--- src/design/dpfc_pkg.sv ---
// package with shared types and constants of the distinct prime factor counter
`timescale 1ns / 1ps

package dpfc_pkg;

   localparam int PRIME_COUNT_WIDTH = 4;
   localparam int FIRST_ODD_DIVISOR = 3;
   localparam int DIVISOR_STEP      = 2;
   localparam int SMALLEST_PRIME    = 2;

   typedef enum logic [2:0] {
      ST_IDLE,
      ST_STRIP,
      ST_DIV_GO,
      ST_DIV_WAIT,
      ST_FINISH
   } state_type;

endpackage

--- src/design/dpfc_if.sv ---
// request and response channel interfaces of the distinct prime factor counter
`timescale 1ns / 1ps

interface dpfc_req_if #(
   parameter int VALUE_WIDTH = 31
);
   logic                   valid;
   logic                   ready;
   logic [VALUE_WIDTH-1:0] value;

   modport source (output valid, output value, input ready);
   modport sink   (input valid, input value, output ready);
endinterface

interface dpfc_rsp_if;
   logic                                   valid;
   logic                                   ready;
   logic [dpfc_pkg::PRIME_COUNT_WIDTH-1:0] prime_count;
   logic                                   invalid;

   modport source (output valid, output prime_count, output invalid, input ready);
   modport sink   (input valid, input prime_count, input invalid, output ready);
endinterface

--- src/design/distinct_prime_factor_count_core.sv ---
// z trailing zero bits are stripped first, then t trial divisions run one at a time
// on the one shared divider; t is about sqrt(n)/2 in the worst case (large prime)
// a new item is taken while the result waits, but not before the current item is through
// zero input returns the invalid flag
// synchronous active-high reset clears the sequencer and the output valid; no memories
`timescale 1ns / 1ps

module distinct_prime_factor_count_core #(
   parameter int VALUE_WIDTH = 31
) (
   input  logic       clock,
   input  logic       reset,
   dpfc_req_if.sink   req_ch,
   dpfc_rsp_if.source rsp_ch
);

   localparam int CW = dpfc_pkg::PRIME_COUNT_WIDTH;

   dpfc_pkg::state_type    state_ff, state_in;
   logic [VALUE_WIDTH-1:0] rem_ff, rem_in;
   logic [VALUE_WIDTH-1:0] dsr_ff, dsr_in;
   logic [CW-1:0]          cnt_ff, cnt_in;
   logic                   inner_ff, inner_in;
   logic                   zero_ff, zero_in;
   logic                   rsp_valid_ff, rsp_valid_in;
   logic [CW-1:0]          rsp_count_ff, rsp_count_in;
   logic                   rsp_invalid_ff, rsp_invalid_in;

   logic                   div_start;
   logic                   div_done;
   logic [VALUE_WIDTH-1:0] div_quo;
   logic [VALUE_WIDTH-1:0] div_rem;
   logic                   load;
   logic                   accept;

   dpfc_div #(.WIDTH(VALUE_WIDTH)) u_div (
      .clock     (clock),
      .reset     (reset),
      .start     (div_start),
      .dividend  (rem_ff),
      .divisor   (dsr_ff),
      .done      (div_done),
      .quotient  (div_quo),
      .remainder (div_rem)
   );

   assign accept = req_ch.valid && (state_ff == dpfc_pkg::ST_IDLE);

   always_comb begin
      state_in       = state_ff;
      rem_in         = rem_ff;
      dsr_in         = dsr_ff;
      cnt_in         = cnt_ff;
      inner_in       = inner_ff;
      zero_in        = zero_ff;
      rsp_count_in   = rsp_count_ff;
      rsp_invalid_in = rsp_invalid_ff;
      div_start      = 1'b0;
      load           = 1'b0;

      case (state_ff)
         dpfc_pkg::ST_IDLE: begin
            if (accept) begin
               rem_in   = req_ch.value;
               cnt_in   = '0;
               inner_in = 1'b0;
               zero_in  = (req_ch.value == '0);
               state_in = (req_ch.value == '0) ? dpfc_pkg::ST_FINISH : dpfc_pkg::ST_STRIP;
            end
         end
         dpfc_pkg::ST_STRIP: begin
            // remove every factor two
            if (!rem_ff[0]) begin
               rem_in = rem_ff >> 1;
               cnt_in = CW'(1);
            end else begin
               dsr_in   = VALUE_WIDTH'(dpfc_pkg::FIRST_ODD_DIVISOR);
               state_in = dpfc_pkg::ST_DIV_GO;
            end
         end
         dpfc_pkg::ST_DIV_GO: begin
            div_start = 1'b1;
            state_in  = dpfc_pkg::ST_DIV_WAIT;
         end
         dpfc_pkg::ST_DIV_WAIT: begin
            if (div_done) begin
               state_in = dpfc_pkg::ST_DIV_GO;
               if (inner_ff) begin
                  if (div_rem == '0) begin
                     rem_in = div_quo;
                  end else begin
                     inner_in = 1'b0;
                     dsr_in   = dsr_ff + VALUE_WIDTH'(dpfc_pkg::DIVISOR_STEP);
                  end
               end else if (dsr_ff > div_quo) begin
                  // divisor squared exceeds remainder
                  state_in = dpfc_pkg::ST_FINISH;
               end else if (div_rem == '0) begin
                  cnt_in   = cnt_ff + CW'(1);
                  rem_in   = div_quo;
                  inner_in = 1'b1;
               end else begin
                  dsr_in = dsr_ff + VALUE_WIDTH'(dpfc_pkg::DIVISOR_STEP);
               end
            end
         end
         dpfc_pkg::ST_FINISH: begin
            if (!rsp_valid_ff || rsp_ch.ready) begin
               load           = 1'b1;
               rsp_invalid_in = zero_ff;
               rsp_count_in   = (rem_ff >= VALUE_WIDTH'(dpfc_pkg::SMALLEST_PRIME))
                                ? cnt_ff + CW'(1) : cnt_ff;
               state_in       = dpfc_pkg::ST_IDLE;
            end
         end
         default: begin
            state_in = dpfc_pkg::ST_IDLE;
         end
      endcase

      rsp_valid_in = load || (rsp_valid_ff && !rsp_ch.ready);
   end

   always_ff @(posedge clock) begin
      if (reset) begin
         state_ff     <= dpfc_pkg::ST_IDLE;
         rsp_valid_ff <= 1'b0;
      end else begin
         state_ff     <= state_in;
         rsp_valid_ff <= rsp_valid_in;
      end
   end

   always_ff @(posedge clock) begin
      rem_ff         <= rem_in;
      dsr_ff         <= dsr_in;
      cnt_ff         <= cnt_in;
      inner_ff       <= inner_in;
      zero_ff        <= zero_in;
      rsp_count_ff   <= rsp_count_in;
      rsp_invalid_ff <= rsp_invalid_in;
   end

   assign req_ch.ready       = (state_ff == dpfc_pkg::ST_IDLE);
   assign rsp_ch.valid       = rsp_valid_ff;
   assign rsp_ch.prime_count = rsp_count_ff;
   assign rsp_ch.invalid     = rsp_invalid_ff;

endmodule

--- src/design/dpfc_div.sv ---
// shared restoring divider, one quotient bit per cycle
`timescale 1ns / 1ps

module dpfc_div #(
   parameter int WIDTH = 31
) (
   input  logic             clock,
   input  logic             reset,
   input  logic             start,
   input  logic [WIDTH-1:0] dividend,
   input  logic [WIDTH-1:0] divisor,
   output logic             done,
   output logic [WIDTH-1:0] quotient,
   output logic [WIDTH-1:0] remainder
);

   localparam int CNT_W = $clog2(WIDTH + 1);

   logic [WIDTH:0]   part_ff, part_in;
   logic [WIDTH-1:0] quo_ff, quo_in;
   logic [WIDTH-1:0] dsr_ff, dsr_in;
   logic [CNT_W-1:0] cnt_ff, cnt_in;
   logic             busy_ff, busy_in;
   logic             done_ff, done_in;

   logic [WIDTH:0]   shifted;
   logic [WIDTH:0]   diff;
   logic             fits;

   always_comb begin
      shifted = {part_ff[WIDTH-1:0], quo_ff[WIDTH-1]};
      fits    = shifted >= {1'b0, dsr_ff};
      diff    = shifted - {1'b0, dsr_ff};

      part_in = part_ff;
      quo_in  = quo_ff;
      dsr_in  = dsr_ff;
      cnt_in  = cnt_ff;
      busy_in = busy_ff;
      done_in = 1'b0;

      if (start) begin
         part_in = '0;
         quo_in  = dividend;
         dsr_in  = divisor;
         cnt_in  = CNT_W'(WIDTH);
         busy_in = 1'b1;
      end else if (busy_ff) begin
         part_in = fits ? diff : shifted;
         quo_in  = {quo_ff[WIDTH-2:0], fits};
         cnt_in  = cnt_ff - CNT_W'(1);
         if (cnt_ff == CNT_W'(1)) begin
            busy_in = 1'b0;
            done_in = 1'b1;
         end
      end
   end

   always_ff @(posedge clock) begin
      if (reset) begin
         cnt_ff  <= '0;
         busy_ff <= 1'b0;
         done_ff <= 1'b0;
      end else begin
         cnt_ff  <= cnt_in;
         busy_ff <= busy_in;
         done_ff <= done_in;
      end
   end

   always_ff @(posedge clock) begin
      part_ff <= part_in;
      quo_ff  <= quo_in;
      dsr_ff  <= dsr_in;
   end

   assign done      = done_ff;
   assign quotient  = quo_ff;
   assign remainder = part_ff[WIDTH-1:0];

endmodule

--- src/flat_wrapper.sv ---
// flat-port wrapper written by rule: the top's interface ports become plain ports
module distinct_prime_factor_count_core_flat 
#(
   parameter int VALUE_WIDTH = 31
)
  (clock, reset, req_ch_valid, req_ch_value, req_ch_ready, rsp_ch_valid, rsp_ch_prime_count, rsp_ch_invalid, rsp_ch_ready);
  dpfc_req_if #(.VALUE_WIDTH(VALUE_WIDTH)) req_ch_i ();
  dpfc_rsp_if rsp_ch_i ();
  input  logic clock;
  input  logic reset;
  input wire logic [$bits(req_ch_i.valid)-1:0] req_ch_valid;
  input wire logic [$bits(req_ch_i.value)-1:0] req_ch_value;
  output wire logic [$bits(req_ch_i.ready)-1:0] req_ch_ready;
  output wire logic [$bits(rsp_ch_i.valid)-1:0] rsp_ch_valid;
  output wire logic [$bits(rsp_ch_i.prime_count)-1:0] rsp_ch_prime_count;
  output wire logic [$bits(rsp_ch_i.invalid)-1:0] rsp_ch_invalid;
  input wire logic [$bits(rsp_ch_i.ready)-1:0] rsp_ch_ready;
  assign req_ch_i.valid = req_ch_valid;
  assign req_ch_i.value = req_ch_value;
  assign req_ch_ready = req_ch_i.ready;
  assign rsp_ch_valid = rsp_ch_i.valid;
  assign rsp_ch_prime_count = rsp_ch_i.prime_count;
  assign rsp_ch_invalid = rsp_ch_i.invalid;
  assign rsp_ch_i.ready = rsp_ch_ready;
  distinct_prime_factor_count_core #(.VALUE_WIDTH(VALUE_WIDTH)) u_core (.clock(clock), .reset(reset), .req_ch(req_ch_i), .rsp_ch(rsp_ch_i));
endmodule
--- config.mk ---
export PLATFORM = sky130hd
export DESIGN_NAME = distinct_prime_factor_count_core_flat
export DESIGN_NICKNAME = d
export VERILOG_FILES = /design/src/design/dpfc_pkg.sv /design/src/design/dpfc_if.sv /design/src/design/distinct_prime_factor_count_core.sv /design/src/design/dpfc_div.sv /design/src/flat_wrapper.sv
export SDC_FILE = /design/constraint.sdc
export NUM_CORES = 1
export LEC_CHECK = 0
export ABC_AREA = 1
export BUFFER_PORTS_ARGS = -buffer_cell sky130_fd_sc_hd__buf_2
export CAP_MARGIN = 25
export CORE_MARGIN = 5
export CORE_UTILIZATION = 26
export DETAILED_ROUTE_END_ITERATION = 6
export GPL_ROUTABILITY_DRIVEN = 0
export PLACE_DENSITY = 0.36
export SLEW_MARGIN = 20
export SYNTH_ARGS = -nofsm -noshare
export SYNTH_HDL_FRONTEND = slang
export SYNTH_HIERARCHICAL = 1
export SYNTH_SLANG_ARGS = --single-unit
--- constraint.sdc ---
create_clock -name clock -period 6.65 [get_ports clock]
set_input_delay 1.33 -clock clock [delete_from_list [all_inputs] [get_ports clock]]
set_output_delay 1.33 -clock clock [all_outputs]
set_load 0.02 [all_outputs]
After elaboration in Yosys (flattened, before gate mapping)
Cells that the tools add are included.
{"block": "totals", "latchBits": 0, "regBits": 177, "mem_bits_rw": 0, "memories": 0, "mem_bits_ro": 0, "output_inout_bits": 7, "input_bits": 35}
{"block": "classes", "n_lt_le_gt_ge": 3, "add_sub_neg": 4, "bitwise": 1, "div_mod_pow": 0, "n_mux": 47, "n_mul": 0, "n_eq_ne": 14, "reduce_logical": 22, "shifts": 0}
{"operator": "2-to-1 mux 31 bit", "n": 14}
{"operator": "case mux 31 bit (3 select lines)", "n": 1}
{"operator": "logical NOT 31 bit", "n": 2}
{"operator": "case mux 31 bit (2 select lines)", "n": 1}
{"operator": "greater-or-equal comparator 32 x 31 -> 1 bit", "n": 1}
{"operator": "adder 31 x 2 -> 31 bit (second input constant)", "n": 1}
{"operator": "greater-or-equal comparator 31 x 2 -> 1 bit (second input constant)", "n": 1}
{"operator": "greater-than comparator 31 bit", "n": 1}
{"operator": "subtractor 31 bit", "n": 1}
{"operator": "2-to-1 mux 4 bit", "n": 7}
{"operator": "2-to-1 mux 3 bit", "n": 7}
{"operator": "case mux 3 bit (5 select lines)", "n": 1}
{"operator": "2-to-1 mux 1 bit", "n": 12}
{"operator": "case mux 4 bit (3 select lines)", "n": 1}
{"operator": "AND reduction 4 bit", "n": 3}
{"operator": "2-to-1 mux 5 bit", "n": 2}
{"operator": "!= test 2 x 1 -> 1 bit (second input constant)", "n": 4}
{"operator": "!= test 2 bit (second input constant)", "n": 4}
{"operator": "AND reduction 7 bit", "n": 1}
{"operator": "== test 3 x 2 -> 1 bit (second input constant)", "n": 2}
{"operator": "nonzero test 2 bit", "n": 3}
{"operator": "== test 5 x 1 -> 1 bit (second input constant)", "n": 1}
{"operator": "AND reduction 5 bit", "n": 1}
{"operator": "subtractor 5 x 1 -> 5 bit (second input constant)", "n": 1}
{"operator": "other kinds (14)", "n": 18}

Depth between registers and ports, before layout
{"block": "logic_depth", "depth_word": 6, "depth_mapped": 17}

By module
Netlist, hierarchy kept.
{"mod": "dpfc_div", "area_each_um2": 6766.5, "n_inst": 1, "cells_each": 975}
{"mod": "distinct_prime_factor_count_core", "area_each_um2": 5242.5, "n_inst": 1, "cells_each": 650}

Worst setup path after synthesis
Ideal clock, no wire load.
{"block": "synth_timing", "kind": "flip-flop to flip-flop", "startpoint": "register u_core.state_ff[1]", "endpoint": "register u_core.u_div.quo_ff[0] (netlist: u_core/u_div/quotient[0]) (enable)", "synth_period_minus_slack_ps": 4722, "stages_incl_launch_ff": 7, "path_buffers": 2, "setup_time_ps": 408, "arrival_time_ps": 4314, "path_slack_ps": 1928, "required_ps": 6242, "cell_sequence": "dfxtp_1 -> inv_1 -> nor3_1 -> clkbuf_1 -> nor2_1 -> inv_1 -> clkbuf_1"}
{"block": "synth_between", "elab_chain_len": 3}
{"element": "from (decl)", "line": "distinct_prime_factor_count_core.sv:19", "source": "dpfc_pkg::state_type state_ff, state_in;"}
{"element": "from (signal assigned)", "line": "distinct_prime_factor_count_core.sv:126", "source": "state_ff <= dpfc_pkg::ST_IDLE;"}
{"element": "from (signal assigned)", "line": "distinct_prime_factor_count_core.sv:129", "source": "state_ff <= state_in;"}
{"element": "== test 3 x 2 -> 1 bit", "line": "distinct_prime_factor_count_core.sv:61", "source": "case (state_ff)"}
{"element": "2-to-1 mux 1 bit", "line": "distinct_prime_factor_count_core.sv:61"}
{"element": "named net u_core.div_start", "line": "distinct_prime_factor_count_core.sv:29", "source": "logic div_start;"}
{"element": "nonzero test 2 bit (no line)"}
{"element": "to (signal assigned)", "line": "dpfc_div.sv:73", "source": "quo_ff <= quo_in;"}
{"element": "to (decl)", "line": "dpfc_div.sv:20", "source": "logic [WIDTH-1:0] quo_ff, quo_in;"}
The timed path passes the listed nets, and every way through them passes these cells.
A chain may end at the register's enable or synchronous reset.

Worst setup path in the final report
{"block": "layout_timing", "startpoint": "register u_core.state_ff[2]", "endpoint": "register u_core.cnt_ff[0] (enable)"}
{"block": "layout_between", "elab_chain_len": 4, "word_cells_on_any_way": 12, "cone_classes": "eq/ne (8); reduce/logical (4)"}
{"element": "logical NOT 3 bit", "line": "distinct_prime_factor_count_core.sv:47, distinct_prime_factor_count_core.sv:61"}
{"element": "logical AND 1 bit", "line": "distinct_prime_factor_count_core.sv:47", "source": "assign accept = req_ch.valid && (state_ff == dpfc_pkg::ST_IDLE);"}
{"element": "!= test 2 x 1 -> 1 bit (no line)"}
{"element": "AND reduction 7 bit (no line) (*)"}
{"element": "to (signal assigned)", "line": "distinct_prime_factor_count_core.sv:137", "source": "cnt_ff <= cnt_in;"}
{"element": "to (decl)", "line": "distinct_prime_factor_count_core.sv:22", "source": "logic [CW-1:0] cnt_ff, cnt_in;"}
Mark *: on every way between the ends. The rest lies on a longest branch, timed or not.

==> impl_metrics.csv <==
group,metric,value,unit
run_status,status,"complete, no violations",
yosys,synth_top_area_share,33.51,%
cts,ctsLongestPathBuffers,2,
floorplanning,core-area,45580,um^2
worst_setup_path,cp.required,6.77,ns
worst_setup_path,reg2regPathDepth,7,
routing,drt_iter0_drc,657,
worst_setup_path,reg2reg_slack,3.58,ns
cts,htree_num_levels,4,
yosys,synth_top_area_cell,"edfxtp_1",
floorplanning,rows,78,
placement,detailed_place_hpwl,31050,um
routing,antenna_left,0,
yosys,synth_flop_cell,"edfxtp_1",
yosys,yosysUniqueCellTypes,49,
floorplanning,die-height,224.9,um
cts,cts_setup_buffers,0,
worst_setup_path,end_kind,"flip-flop",
cts,clock-sinks,176,
cts,numCtsBuffers,17,
worst_setup_path,r2r_end,"u_core/cnt_ff[0]",
worst_setup_path,startpoint_type,"flip-flop",
yosys,syn_inst,1625,
routing,vias,10260,
finish,layout.nets,1757,
global_route,grt_pass1_wl,62440,um
hold_path,hold_end,"u_core/u_div/cnt_ff[4]",
sta,fmax,325.7,MHz
routing,viasPerCell,4.522,
floorplanning,ioPinCount,42,
hold_path,hold_path_class,"reg -> reg",
sta,drv_slew,0,
yosys,netlist_area,12010,um^2
sta,rsz0062_at_grt,"no",
floorplanning,start_util,26.35,%
routing,routedWlPerCell,17.73,um
cts,cts_root_buf,"clkbuf_16",
cts,cts_tree,"done",
sta,setup-tns-final,0,ns
power_and_ir_drop,ir_drop,0.0003717,V
sta,fin_crit,3.070,ns
sta,fin_crit_sh,46.17,%
yosys,ys_seq_elements,176,
worst_setup_path,critPathArrivalTime,3.19,ns
worst_setup_path,crit_fanout,60,
cts,ctsHoldBuffers,0,
finish,area_growth,11.71,%
yosys,yosysSeqAreaShare,40.51,%
sta,clock_skew,0.01885,ns
worst_setup_path,slowest_delay,0.61,ns
routing,drt_pass1_iterations,5,
power_and_ir_drop,p_leak,0.006291,uW
sta,finalSetupViolCount,0,
global_route,antenna_found_initial,0,
yosys,syn_area_per_cell,7.390,um^2
hold_path,holdCritStartpoint,"u_core/u_div/cnt_ff[4]",
power_and_ir_drop,cellPowerDensity,439.2,nW/um^2
placement,place.port_buffers,41,
cts,insertion_delay,0.49,ns
yosys,yosysWarningCount,6,
finish,drive_gt1_share,8.693,%
sta,whs,0.4840,ns
yosys,syn-num-nets,1726,
sta,tightest_slew,0.9309,ns
sta,slew_headroom,37.79,%
floorplanning,die_x,224.9,um
worst_setup_path,cp_slowest_cell,"buf_4",
hold_path,min_path_cells,2,
flow_run,maxCapViolCount,0,
yosys,synth_area_leaders,"edfxtp_1, nand2_1, inv_1, dfxtp_1, ha_1",
placement,pre_cts_ws,3.494,ns
floorplanning,die_area,50590,um^2
worst_setup_path,worst-setup-path-type,"reg -> reg",
yosys,synth_edf_count,134,
yosys,synth.most_common_cell,"nand2_1",
cts,clkTransAtPathRegs,0.07,ns
worst_setup_path,worstPathCellList,"nor2_1, inv_2, nor2_1, inv_2, buf_4, a31oi_1, nor3_1",
global_route,grt_use_total,16.19,%
yosys,async_flop_share,0,%
global_route,grt_pass1_vias,10350,
global_route,grt_max_degree,61,
routing,totalWireLength,40200,um
yosys,yosys-top-cells-count,"nand2_1, inv_1, edfxtp_1",
worst_setup_path,r2r-start,"u_core/state_ff[2]",
sta,setup_ws,3.580,ns
finish,antennaDiodeCount,0,
routing,drc,0,
sta,finalHoldViolCount,0,
global_route,grt-ovfl-total,0,
cts,ctsResizeCount,0,
## power by group
group	leakage (uW)	internal, uW	switching [uW]
combinational	0.00441	808	1960
clock	0.000268	520	501
sequential	0.00161	1740	358
## through the flow
stage	cells	instance area, um^2	power, uW	utilization [%]
global placement	2236	12830	4929	28.15
detailed placement	2237	12860	4948	28.21
floorplan	1625	12010	4002	-
CTS	2268	13420	6001	29.44
global route	2268	13420	6403	29.44
finish	2268	13420	5892	29.44
## routing by layer
layer,global-route usage (%),part of all wire [%]
met1,21.81,48
met2,26.63,47
met3,2.618,2.3
met4,5.245,2.3
met5,0,0
## worst max-delay path, delay by kind of cell (launching register included)
kind	cells	cell delay, ns
flip-flops	1	0.41
buffers and inverters	3	1.14
AO/OA/AOI/OAI	1	0.13
AND/OR/NAND/NOR	3	1.03
## how the worst max path moves through the flow
stage,end,startpoint,cells after the start,slack [ns]
3_5_place_dp,u_core/cnt_ff[2],u_core/state_ff[2],7,3.49
6_report,u_core/cnt_ff[0],u_core/state_ff[2],7,3.58
4_1_cts,u_core/cnt_ff[1],u_core/state_ff[2],7,3.51
2_1_floorplan,u_core/u_div/quotient[0],u_core/state_ff[1],6,1.93
3_3_place_gp,u_core/dsr_ff[12],u_core/dsr_ff[29],9,3.48
5_1_grt,u_core/cnt_ff[2],u_core/state_ff[2],7,3.26
## cell usage in the layout (no fill, tap or decap), types with 4 or more instances in the layout
master / n
o211ai_1: 30
nor2_1: 89
nand3b_1: 17
o21ai_0: 11
clkbuf_16: 17
a21oi_1: 58
ha_1: 65
nand2_1: 604
nor2_2: 7
xor2_1: 16
o21ai_1: 13
nor3_1: 21
inv_2: 13
nand3_1: 82
and2_1: 6
nor4_1: 25
edfxtp_1: 134
xnor2_1: 22
buf_2: 41
dfxtp_1: 42
nor2_4: 6
inv_6: 4
buf_4: 9
nor3_2: 6
inv_1: 248
nand3_2: 11
nand2_2: 9
nand4_1: 21
a31oi_1: 4
## layout make-up
class	count	area, um^2
fill	4976	32160
multi-input combinational	1147	5954
sequential	176	4865
inverter	263	987.2
tap	600	750.7
clock buffer	17	425.4
timing repair buffer	51	300.3
clock inverter	14	132.6
## sequential cells by signal, indices dropped and copies added, names as in the netlist, 3 cells and up
signal                     cells
u_core/state_ff                3
u_core/cnt_ff                  4
u_core/dsr_ff                 30
u_core/u_div/quotient         31
u_core/rsp_ch.prime_count      4
u_core/u_div/part_ff          31
u_core/rem_ff                 31
u_core/u_div/dsr_ff           31
u_core/u_div/cnt_ff            5
## cell families after synthesis
family          count (synthesis)  synth area share [%]
simple gates                  916                 33.45
buf+inv                       302                 10.13
flops                         176                 40.51
compound gates                126                 6.168
fa+ha+maj                      66                 6.939
xor+xnor                       38                 2.771
other cells                     1               0.03123
Power figures use the tool's default switching activity.
